<file path="src/sv/pftd_pkg.sv">
// Package for the pixel fade, tint and dither chain.
// Holds the payload structs, register and dither codes, and the shared arithmetic helpers.
// No dependencies.
package pftd_pkg;

  localparam int unsigned AddrWidth = 5;
  localparam int unsigned DataWidth = 32;

  localparam logic [7:0] FadeUnity = 8'd255;
  localparam logic [7:0] DitherDark = 8'd220;
  localparam logic [8:0] Q8One = 9'd256;
  localparam logic [7:0] AlphaOpaque = 8'hFF;

  typedef enum logic [2:0] {
    REG_FX_ENABLE   = 3'd0,
    REG_FLASH_ON    = 3'd1,
    REG_FLASH_COLOR = 3'd2,
    REG_FADE_SCALE  = 3'd3,
    REG_TINT_WEIGHT = 3'd4,
    REG_TINT_COLOR  = 3'd5,
    REG_DITHER_MODE = 3'd6
  } reg_idx_e;

  typedef enum logic [2:0] {
    DITHER_NONE     = 3'd0,
    DITHER_BAYER2   = 3'd1,
    DITHER_BAYER4   = 3'd2,
    DITHER_CHECKER  = 3'd3,
    DITHER_HLINES   = 3'd4,
    DITHER_VLINES   = 3'd5,
    DITHER_DIAGONAL = 3'd6
  } dither_mode_e;

  typedef struct packed {
    logic [7:0] pos_x;
    logic [7:0] pos_y;
    logic [7:0] alpha_in;
    logic [7:0] red_in;
    logic [7:0] green_in;
    logic [7:0] blue_in;
  } pix_in_t;

  typedef struct packed {
    logic [7:0] alpha_out;
    logic [7:0] red_out;
    logic [7:0] green_out;
    logic [7:0] blue_out;
  } pix_out_t;

  typedef struct packed {
    logic       flash_on;
    logic [7:0] fade_factor;
    logic [8:0] tint_weight;
  } lane_ctl_t;

  typedef struct packed {
    logic [7:0] alpha;
    logic       mask;
  } stage_ctl_t;

  localparam logic [1:0] BAYER2 [2][2] = '{'{2'd0, 2'd2}, '{2'd3, 2'd1}};
  localparam logic [3:0] BAYER4 [4][4] = '{
    '{4'd0,  4'd8,  4'd2,  4'd10},
    '{4'd12, 4'd4,  4'd14, 4'd6},
    '{4'd3,  4'd11, 4'd1,  4'd9},
    '{4'd15, 4'd7,  4'd13, 4'd5}
  };

  // Exact floor(x / 255) for every product of two bytes.
  function automatic logic [7:0] div255(input logic [15:0] x);
    logic [16:0] t;
    t = {1'b0, x} + {9'd0, x[15:8]} + 17'd1;
    return t[15:8];
  endfunction

  function automatic logic dither_mask(input logic [2:0] mode, input logic [7:0] x,
                                       input logic [7:0] y);
    logic [1:0] s;
    logic       m;
    s = x[1:0] + y[1:0];
    case (dither_mode_e'(mode))
      DITHER_BAYER2:   m = BAYER2[y[0]][x[0]] >= 2'd2;
      DITHER_BAYER4:   m = BAYER4[y[1:0]][x[1:0]] >= 4'd8;
      DITHER_CHECKER:  m = s[0];
      DITHER_HLINES:   m = y[0];
      DITHER_VLINES:   m = x[0];
      DITHER_DIAGONAL: m = s[1];
      default:         m = 1'b0;
    endcase
    return m;
  endfunction

endpackage

</file>
<file path="src/sv/pixel_fade_tint_dither_chain.sv">
// Top level of the pixel fade, tint and dither chain with its register port.
// Depends on pftd_pkg and pftd_lane.
// The block takes one pixel per clock unless the output stalls; the four register
// stages (flash and fade multiply, fade divide and tint multiply, tint shift and darkening
// multiply, darkening divide into the output register) all advance together, so a stall on
// the output holds the whole pipeline and in_stall_o follows out_stall_i while a result waits.
// Registers must only be written while no transaction is in flight.
module pixel_fade_tint_dither_chain import pftd_pkg::*; (
  input  logic                 clk_i,
  input  logic                 rst_ni,
  input  logic                 psel,
  input  logic                 penable,
  input  logic                 pwrite,
  input  logic [AddrWidth-1:0] paddr,
  input  logic [DataWidth-1:0] pwdata,
  output logic [DataWidth-1:0] prdata,
  output logic                 pready,
  input  logic                 in_valid_i,
  output logic                 in_stall_o,
  input  pix_in_t              in_data_i,
  output logic                 out_valid_o,
  input  logic                 out_stall_i,
  output pix_out_t             out_data_o
);

  logic        fx_enable_q;
  logic        flash_on_q;
  logic [23:0] flash_color_q;
  logic [7:0]  fade_scale_q;
  logic [8:0]  tint_weight_q;
  logic [23:0] tint_color_q;
  logic [2:0]  dither_mode_q;

  logic       wr_en;
  reg_idx_e   wr_idx;
  logic       en;
  logic       v1_q, v2_q, v3_q, out_valid_q;
  stage_ctl_t ctl_d, ctl1_q, ctl2_q, ctl3_q;
  logic [7:0] alpha_q;
  lane_ctl_t  lane_ctl;
  logic       mask;
  logic       act;
  logic [8:0] w_eff;
  logic [7:0] red_c, green_c, blue_c;

  assign pready = 1'b1;
  assign wr_en = psel && penable && pwrite;
  assign wr_idx = reg_idx_e'(paddr[AddrWidth-1:2]);

  always_ff @(posedge clk_i or negedge rst_ni) begin
    if (!rst_ni) begin
      fx_enable_q   <= 1'b0;
      flash_on_q    <= 1'b0;
      flash_color_q <= '0;
      fade_scale_q  <= FadeUnity;
      tint_weight_q <= '0;
      tint_color_q  <= '0;
      dither_mode_q <= '0;
    end else if (wr_en) begin
      case (wr_idx)
        REG_FX_ENABLE:   fx_enable_q   <= pwdata[0];
        REG_FLASH_ON:    flash_on_q    <= pwdata[0];
        REG_FLASH_COLOR: flash_color_q <= pwdata[23:0];
        REG_FADE_SCALE:  fade_scale_q  <= pwdata[7:0];
        REG_TINT_WEIGHT: tint_weight_q <= pwdata[8:0];
        REG_TINT_COLOR:  tint_color_q  <= pwdata[23:0];
        REG_DITHER_MODE: dither_mode_q <= pwdata[2:0];
        default: ;
      endcase
    end
  end

  always_comb begin
    case (wr_idx)
      REG_FX_ENABLE:   prdata = {31'd0, fx_enable_q};
      REG_FLASH_ON:    prdata = {31'd0, flash_on_q};
      REG_FLASH_COLOR: prdata = {8'd0, flash_color_q};
      REG_FADE_SCALE:  prdata = {24'd0, fade_scale_q};
      REG_TINT_WEIGHT: prdata = {23'd0, tint_weight_q};
      REG_TINT_COLOR:  prdata = {8'd0, tint_color_q};
      REG_DITHER_MODE: prdata = {29'd0, dither_mode_q};
      default:         prdata = '0;
    endcase
  end

  // With effects off every stage runs with neutral factors and returns the channel unchanged.
  always_comb begin
    w_eff = (tint_weight_q > Q8One) ? Q8One : tint_weight_q;
    lane_ctl.flash_on = fx_enable_q && flash_on_q;
    lane_ctl.fade_factor = fx_enable_q ? fade_scale_q : FadeUnity;
    lane_ctl.tint_weight = fx_enable_q ? w_eff : 9'd0;
    mask = fx_enable_q && dither_mask(dither_mode_q, in_data_i.pos_x, in_data_i.pos_y);
    act = mask || lane_ctl.flash_on || (lane_ctl.fade_factor != FadeUnity) ||
          (lane_ctl.tint_weight != 9'd0);
    ctl_d.alpha = act ? AlphaOpaque : in_data_i.alpha_in;
    ctl_d.mask = mask;
  end

  assign en = !out_valid_q || !out_stall_i;
  assign in_stall_o = !en;

  always_ff @(posedge clk_i or negedge rst_ni) begin
    if (!rst_ni) begin
      v1_q        <= 1'b0;
      v2_q        <= 1'b0;
      v3_q        <= 1'b0;
      out_valid_q <= 1'b0;
    end else if (en) begin
      v1_q        <= in_valid_i;
      v2_q        <= v1_q;
      v3_q        <= v2_q;
      out_valid_q <= v3_q;
    end
  end

  always_ff @(posedge clk_i) begin
    if (en) begin
      ctl1_q  <= ctl_d;
      ctl2_q  <= ctl1_q;
      ctl3_q  <= ctl2_q;
      alpha_q <= ctl3_q.alpha;
    end
  end

  pftd_lane u_red (
    .clk_i     (clk_i),
    .en_i      (en),
    .ctl_i     (lane_ctl),
    .flash_c_i (flash_color_q[23:16]),
    .tint_c_i  (tint_color_q[23:16]),
    .dark_i    (ctl2_q.mask),
    .c_i       (in_data_i.red_in),
    .c_o       (red_c)
  );

  pftd_lane u_green (
    .clk_i     (clk_i),
    .en_i      (en),
    .ctl_i     (lane_ctl),
    .flash_c_i (flash_color_q[15:8]),
    .tint_c_i  (tint_color_q[15:8]),
    .dark_i    (ctl2_q.mask),
    .c_i       (in_data_i.green_in),
    .c_o       (green_c)
  );

  pftd_lane u_blue (
    .clk_i     (clk_i),
    .en_i      (en),
    .ctl_i     (lane_ctl),
    .flash_c_i (flash_color_q[7:0]),
    .tint_c_i  (tint_color_q[7:0]),
    .dark_i    (ctl2_q.mask),
    .c_i       (in_data_i.blue_in),
    .c_o       (blue_c)
  );

  assign out_valid_o = out_valid_q;
  assign out_data_o.alpha_out = alpha_q;
  assign out_data_o.red_out = red_c;
  assign out_data_o.green_out = green_c;
  assign out_data_o.blue_out = blue_c;

endmodule

</file>
<file path="src/sv/pftd_lane.sv">
// One colour channel of the effect pipeline: flash, fade, tint and darkening.
// Four register stages advance together on the enable; depends on pftd_pkg.
module pftd_lane import pftd_pkg::*; (
  input  logic       clk_i,
  input  logic       en_i,
  input  lane_ctl_t  ctl_i,
  input  logic [7:0] flash_c_i,
  input  logic [7:0] tint_c_i,
  input  logic       dark_i,
  input  logic [7:0] c_i,
  output logic [7:0] c_o
);

  logic [8:0]  flash_sum;
  logic [7:0]  flash_c;
  logic [15:0] fade_d, fade_q;
  logic [7:0]  faded;
  logic [15:0] tint_d, tint_q;
  logic [7:0]  tinted;
  logic [15:0] dark_d, dark_q;
  logic [7:0]  out_d, out_q;

  always_comb begin
    flash_sum = {1'b0, c_i} + {1'b0, flash_c_i};
    flash_c = ctl_i.flash_on ? flash_sum[8:1] : c_i;
    fade_d = 16'(flash_c) * 16'(ctl_i.fade_factor);
    faded = div255(fade_q);
    tint_d = 16'(faded) * 16'(Q8One - ctl_i.tint_weight) +
             16'(tint_c_i) * 16'(ctl_i.tint_weight);
    tinted = tint_q[15:8];
    dark_d = 16'(tinted) * 16'(dark_i ? DitherDark : FadeUnity);
    out_d = div255(dark_q);
  end

  always_ff @(posedge clk_i) begin
    if (en_i) begin
      fade_q <= fade_d;
      tint_q <= tint_d;
      dark_q <= dark_d;
      out_q  <= out_d;
    end
  end

  assign c_o = out_q;

endmodule

</file>
<file path="config.mk">
export PLATFORM = sky130hd
export DESIGN_NAME = pixel_fade_tint_dither_chain
export DESIGN_NICKNAME = d
export VERILOG_FILES = /design/src/sv/pftd_pkg.sv /design/src/sv/pixel_fade_tint_dither_chain.sv /design/src/sv/pftd_lane.sv
export SDC_FILE = /design/constraint.sdc
export NUM_CORES = 2
export LEC_CHECK = 0
export ABC_AREA = 1
export ABC_CLOCK_PERIOD_IN_PS = 10260
export BUFFER_PORTS_ARGS = -buffer_cell sky130_fd_sc_hd__buf_2
export CORE_MARGIN = 1.5
export CORE_UTILIZATION = 65
export CTS_CLUSTER_SIZE = 10
export DETAILED_ROUTE_END_ITERATION = 6
export HOLD_SLACK_MARGIN = 0.12
export PLACE_DENSITY_LB_ADDON = 0.08
export SETUP_SLACK_MARGIN = 0.15
export SYNTH_ARGS = -nofsm -noshare
export SYNTH_HDL_FRONTEND = slang
export SYNTH_SLANG_ARGS = --single-unit
export TNS_END_PERCENT = 20
</file>
<file path="constraint.sdc">
create_clock -name clk_i -period 10.26 [get_ports clk_i]
set_input_delay 1.539 -clock clk_i [delete_from_list [all_inputs] [get_ports clk_i]]
set_output_delay 1.539 -clock clk_i [all_outputs]
set_load 0.02 [all_outputs]
</file>
Word level (Yosys, flattened, before mapping) --
Index checks and enable logic that the tools add are counted.
Operators by class: $mul 12, multiplexer cells 21, reductions and logical operators 20, add/sub/neg operators 20, $lt $le $gt $ge 7, bitwise operators 4, equality and inequality tests 13
Operators by type and width (count):
- 24-bit one-hot mux with 7 select lines | 1
- 16-bit by 1-bit adder with 16-bit output (second input constant) | 6
- 16-bit by 8-bit adder with 16-bit output | 6
- 8-bit by 16-bit multiplier with 16-bit output | 5
- 8-bit by 8-bit multiplier with 16-bit output | 4
- 16-bit adder | 3
- 8-bit by 9-bit multiplier with 16-bit output | 3
- 16-bit binary-select mux with 2-bit select | 1
- 16-bit two-way mux | 2
- 8-bit two-way mux | 4
- 8-bit by 8-bit adder with 9-bit output | 3
- 4-bit two-way mux | 5
- 3-bit equality test (second input constant) | 6
- 9-bit two-way mux | 2
- 2-bit AND reduction | 7
- 3-bit by 2-bit equality test with 1-bit output (second input constant) | 4
- 9-bit by 9-bit subtractor with 10-bit output (first input constant) | 1
- 9-bit greater-than comparator (second input constant) | 1
- 9-bit nonzero test | 1
- 4-bit binary-select mux with 2-bit select | 1
- 8-bit inequality test (second input constant) | 1
- 3-bit by 1-bit equality test with 1-bit output (second input constant) | 2
- 2-bit greater-or-equal comparator (second input constant) | 3
- 3-bit greater-or-equal comparator (second input constant) | 2
- 11 further kinds | 23
Storage, ports and cells: input bits 92, register bits 276

Depth between registers and ports, before layout --
depth after elaboration 13, mapped depth 38

Modules after synthesis --
Synthesis repeated with hierarchy kept, for this count alone.
Unflattened totals: cells, all modules 4863, area, all modules 40431.3 um^2
By module, submodules not included:
- pftd_lane at u_green | area each 11936.4 um^2, cells an instance 1457, instances 1
- pftd_lane at u_blue | area each 11876.4 um^2, cells an instance 1467, instances 1
- pftd_lane at u_red | area each 11802.6 um^2, cells an instance 1442, instances 1
- pixel_fade_tint_dither_chain | area each 4815.9 um^2, cells an instance 497, instances 1

Worst setup path after synthesis --
OpenSTA, ideal clock, no wires.
path kind input to output, start input out_stall_i, end output in_stall_o, buffers on the path 0, path slack 2410 ps, stages 2, arrival time 6311 ps, cells stage by stage nand2_1 inv_1
On the way: longest elaborated chain between the ends 3
Ends and longest elaborated chain:
- start, declared | line pixel_fade_tint_dither_chain.sv:22 | input logic out_stall_i,
- 1-bit zero test | line pixel_fade_tint_dither_chain.sv:99 | assign en = !out_valid_q || !out_stall_i;
- 1-bit logical OR | line pixel_fade_tint_dither_chain.sv:99
- 1-bit zero test | line pixel_fade_tint_dither_chain.sv:100 | assign in_stall_o = !en;
- end, declared | line pixel_fade_tint_dither_chain.sv:19 | output logic in_stall_o,
No other way between the ends.

Final worst setup path --
start register fx_enable_q, end register u_red.tint_q[15] (data pin)
On the way: longest elaborated chain between the ends 4
Ends and longest elaborated chain:
- start, declared | line pixel_fade_tint_dither_chain.sv:26 | logic fx_enable_q;
- start signal, assigned | line pixel_fade_tint_dither_chain.sv:61 | REG_FX_ENABLE: fx_enable_q <= pwdata[0];
- 9-bit two-way mux (*) | line pixel_fade_tint_dither_chain.sv:91 | lane_ctl.tint_weight = fx_enable_q ? w_eff : 9'd0;
- 9-bit by 9-bit subtractor with 10-bit output | line pftd_lane.sv:28 | tint_d = 16'(faded) * 16'(Q8One - ctl_i.tint_weight) +
- 8-bit by 16-bit multiplier with 16-bit output | line pftd_lane.sv:28
- 16-bit adder (*) | line pftd_lane.sv:28
- net u_red.tint_d[15] | line pftd_lane.sv:18 | logic [15:0] tint_d, tint_q;
- end signal, assigned | line pftd_lane.sv:38 | tint_q <= tint_d;
- end, declared | line pftd_lane.sv:18
Mark *: on every way through the listed nets, which the timed path passes. The rest lies on a longest branch. A chain may end at the register's enable or synchronous reset.

==> reports/metrics.cfg <==
[outcome]
status=complete, no violations

[layout]
n_antenna_cell=0
nets=5706
ff_latch_area_um2=7207
multi_input_area_um2=26780
fin_cells=5393
fillers=4722
syn2layout_area_growth_pct=7.126
drive_gt1_frac=0.06828

[global_routing]
use_met2=0.5206
antenna_found_initial=1
grt_util_met3=0.07170
met1_usage=0.4137
grt-ovfl-total=0
grt_max_degree=77
grt_pass1_vias=28930
grt_pass1_wl_mm=148.3
top_usage_layer=met2
track_usage=0.3171

[setup_path]
end_kind=register
reg2reg_depth=29
arrival_ns=8.58
max_stage_delay_ns=0.62
crit_path_frequent_cell=nand2_1
cp.required_ns=10.58
cp_slowest_cell=dfrtp_1
r2r_start=fx_enable_q
cp_max_fo=16
path_class=register to register
start_kind=register
reg2reg_to=u_red.tint_q[15]
rrSetupSlack_ns=2.00

[floorplan]
rows=88
core_um2=58030
boundaryPins=159
fp.dieH_um=245.8
dieArea_um2=60410
start_util=0.6602
die_w_um=245.8

[logic_synthesis]
ys.flop_type=edfxtp_1
synthCells=4439
async_flop_share=0.2937
synth_edf_count=178
synth_seq_cells=252
synth_area_um2=38310
synth_cell_types=66
ys_warn_count=0
syn_avg_cell_area_um2=8.630
seq_area_frac_synth=0.1881

[route]
route.vias.total=28970
ant_nets=0
vias_per_cell=5.371
drt_iter0_markers=2105
drcViolationCount=0
first_pass_iters=6
finalWirelength_mm=91.57
wire_per_inst_um=16.98

[sta]
worst_pin_slew_ns=1.187
max_slew_margin=0.2068
period_share=0.8050
clock.fmax_ghz=0.1211
hold_viol_final=0
fin_setup_tns_ns=0
finClkSkew_ns=0.02145
setup_viol=0
period_needed_ns=8.259
slew_violations=0
grt_setup_unrepaired=no

[placement]
io_buffers=127
hpwl_mm=75.34
placed_cells=5333
gp_congestion=0.9508

[min_path]
hp-class=register to register
worstHoldStart=ctl3_q[7]
hold_depth=0
holdPathEnd=alpha_q[6]

[clock_network]
clk_latency_ns=0.56
cts-root-buf=clkbuf_16
clock_sink_count=252
cts_tree=done
cts_setup_buffers=0
post_cts_resized=0
htreeDepth=2
cts_made_buffers=34
cts_hold_buf=0
clk_pin_slew_worst_paths_ns=0.06
clock_path_buffers=3

[job]
cap_violations=0

==> how the worst max path moves through the flow <==
stage	slack [ns]	to	start
floorplan	2.41	in_stall_o	out_stall_i
global placement	2.23	u_red.tint_q[15]	fx_enable_q
detailed placement	2.20	u_blue.tint_q[15]	fx_enable_q
CTS	2.20	u_red.tint_q[15]	fx_enable_q
global route	1.72	u_red.tint_q[15]	fx_enable_q
finish	2.00	u_red.tint_q[15]	fx_enable_q
==> per-layer routing <==
metal / part of all wire / wire [um]
met1: 0.40 / 36810
met4: 0.039 / 3529
met3: 0.084 / 7699
met2: 0.48 / 43520
met5: 0.00012 / 11
==> sequential cells by signal (all words and copies together), names as in the netlist, 9 cells and up <==
register and cells:
ctl1_q 9, ctl2_q 9, flash_color_q 24, tint_color_q 24
tint_weight_q 9, u_blue.dark_q 16, u_blue.fade_q 16, u_green.dark_q 16
u_green.fade_q 16, u_red.dark_q 16, u_red.fade_q 16
==> cells in the final DEF (no fill, tap or decap), types with 11 or more instances in the layout <==
cell type / count
buf_4: 30
a21oi_1: 151
nor2_1: 484
o21ai_0: 147
ha_1: 432
dfrtp_1: 66
buf_2: 126
a31oi_1: 12
o21ai_1: 11
clkbuf_1: 11
conb_1: 54
inv_1: 1075
nand2_1: 751
xor2_1: 80
nand4_1: 25
edfxtp_1: 178
nor2_2: 20
clkbuf_16: 34
nand2_2: 18
nand3_1: 73
nand3b_1: 17
fa_1: 578
or2_2: 17
mux2_2: 16
a21o_1: 14
nor3_1: 24
clkinv_1: 15
xnor2_1: 47
==> logic make-up (layout without fill, tap and decap cells) <==
group	after synthesis	count (layout)	synth area share
buffers and inverters	1178	1315	0.1181
AO/OA/AOI/OAI	389	389	0.05650
XOR/XNOR	132	132	0.03152
adder cells (fa/ha/maj)	1010	1010	0.4431
AND/OR/NAND/NOR	1460	1460	0.1577
other	2	54	0.0001960
flip-flops	252	252	0.1881
multiplexers	16	16	0.004703
==> final cells by class <==
type | instances | area share
clock inverters | 11 | 0.003811
flip-flops and latches | 252 | 0.1756
repair buffers | 156 | 0.02085
well taps | 765 | 0.02332
clock buffers | 49 | 0.02308
inverters | 1099 | 0.1007
multi-input cells | 3061 | 0.6526
==> metrics by stage <==
stage	area [um^2]	utilization	setup slack, ns	hold slack (ns)
after floorplan	38510	-	2.410	0.4003
after detailed placement	39940	0.6883	2.205	0.4045
final	41040	0.7073	2.001	0.4143
after CTS	41040	0.7073	2.199	0.4152
after global placement	39940	0.6883	2.234	0.4006
after global routing	41040	0.7073	1.717	0.4254
==> synthesized netlist by cell type (4+ instances only) <==
master,count,area share
dfrtp_1,66,0.043
mux2_2,16,0.0047
xor2_1,80,0.018
clkbuf_1,44,0.0043
ha_1,432,0.14
edfxtp_1,178,0.14
and2_1,4,0.00065
nand3_1,73,0.0095
inv_1,1075,0.11
nor2_2,19,0.0031
nor3_4,4,0.0017
o21a_1,7,0.0014
clkinv_1,13,0.0013
a31oi_1,12,0.0020
nand3b_1,17,0.0033
buf_2,11,0.0014
buf_4,14,0.0027
nor3_1,24,0.0031
nand4_1,25,0.0041
inv_2,8,0.00078
nor4_1,5,0.00082
nand2_1,752,0.074
buf_1,5,0.00049
o21ai_1,10,0.0013
o21ai_0,148,0.019
nor2_1,485,0.048
a21oi_1,151,0.020
o2111ai_1,8,0.0018
xnor2_1,47,0.011
a21o_1,14,0.0027
dfstp_2,8,0.0055
or2_2,17,0.0028
nand3_2,4,0.0010
a211oi_1,8,0.0016
o21ai_2,4,0.00091
o211ai_1,6,0.0012
nand2_2,18,0.0029
fa_1,578,0.30
==> worst max-delay path, delay by kind of cell, from the launching register on <==
kind                       cells  cell delay, ns
buffers and inverters          5            1.25
and+or+nand+nor               16            2.37
DFF                            1            0.62
adders and majority gates      8            3.75
Power is left out: the tool's default activity adds up to more than one toggle a clock period on the data nets, which glitch-free logic cannot reach.
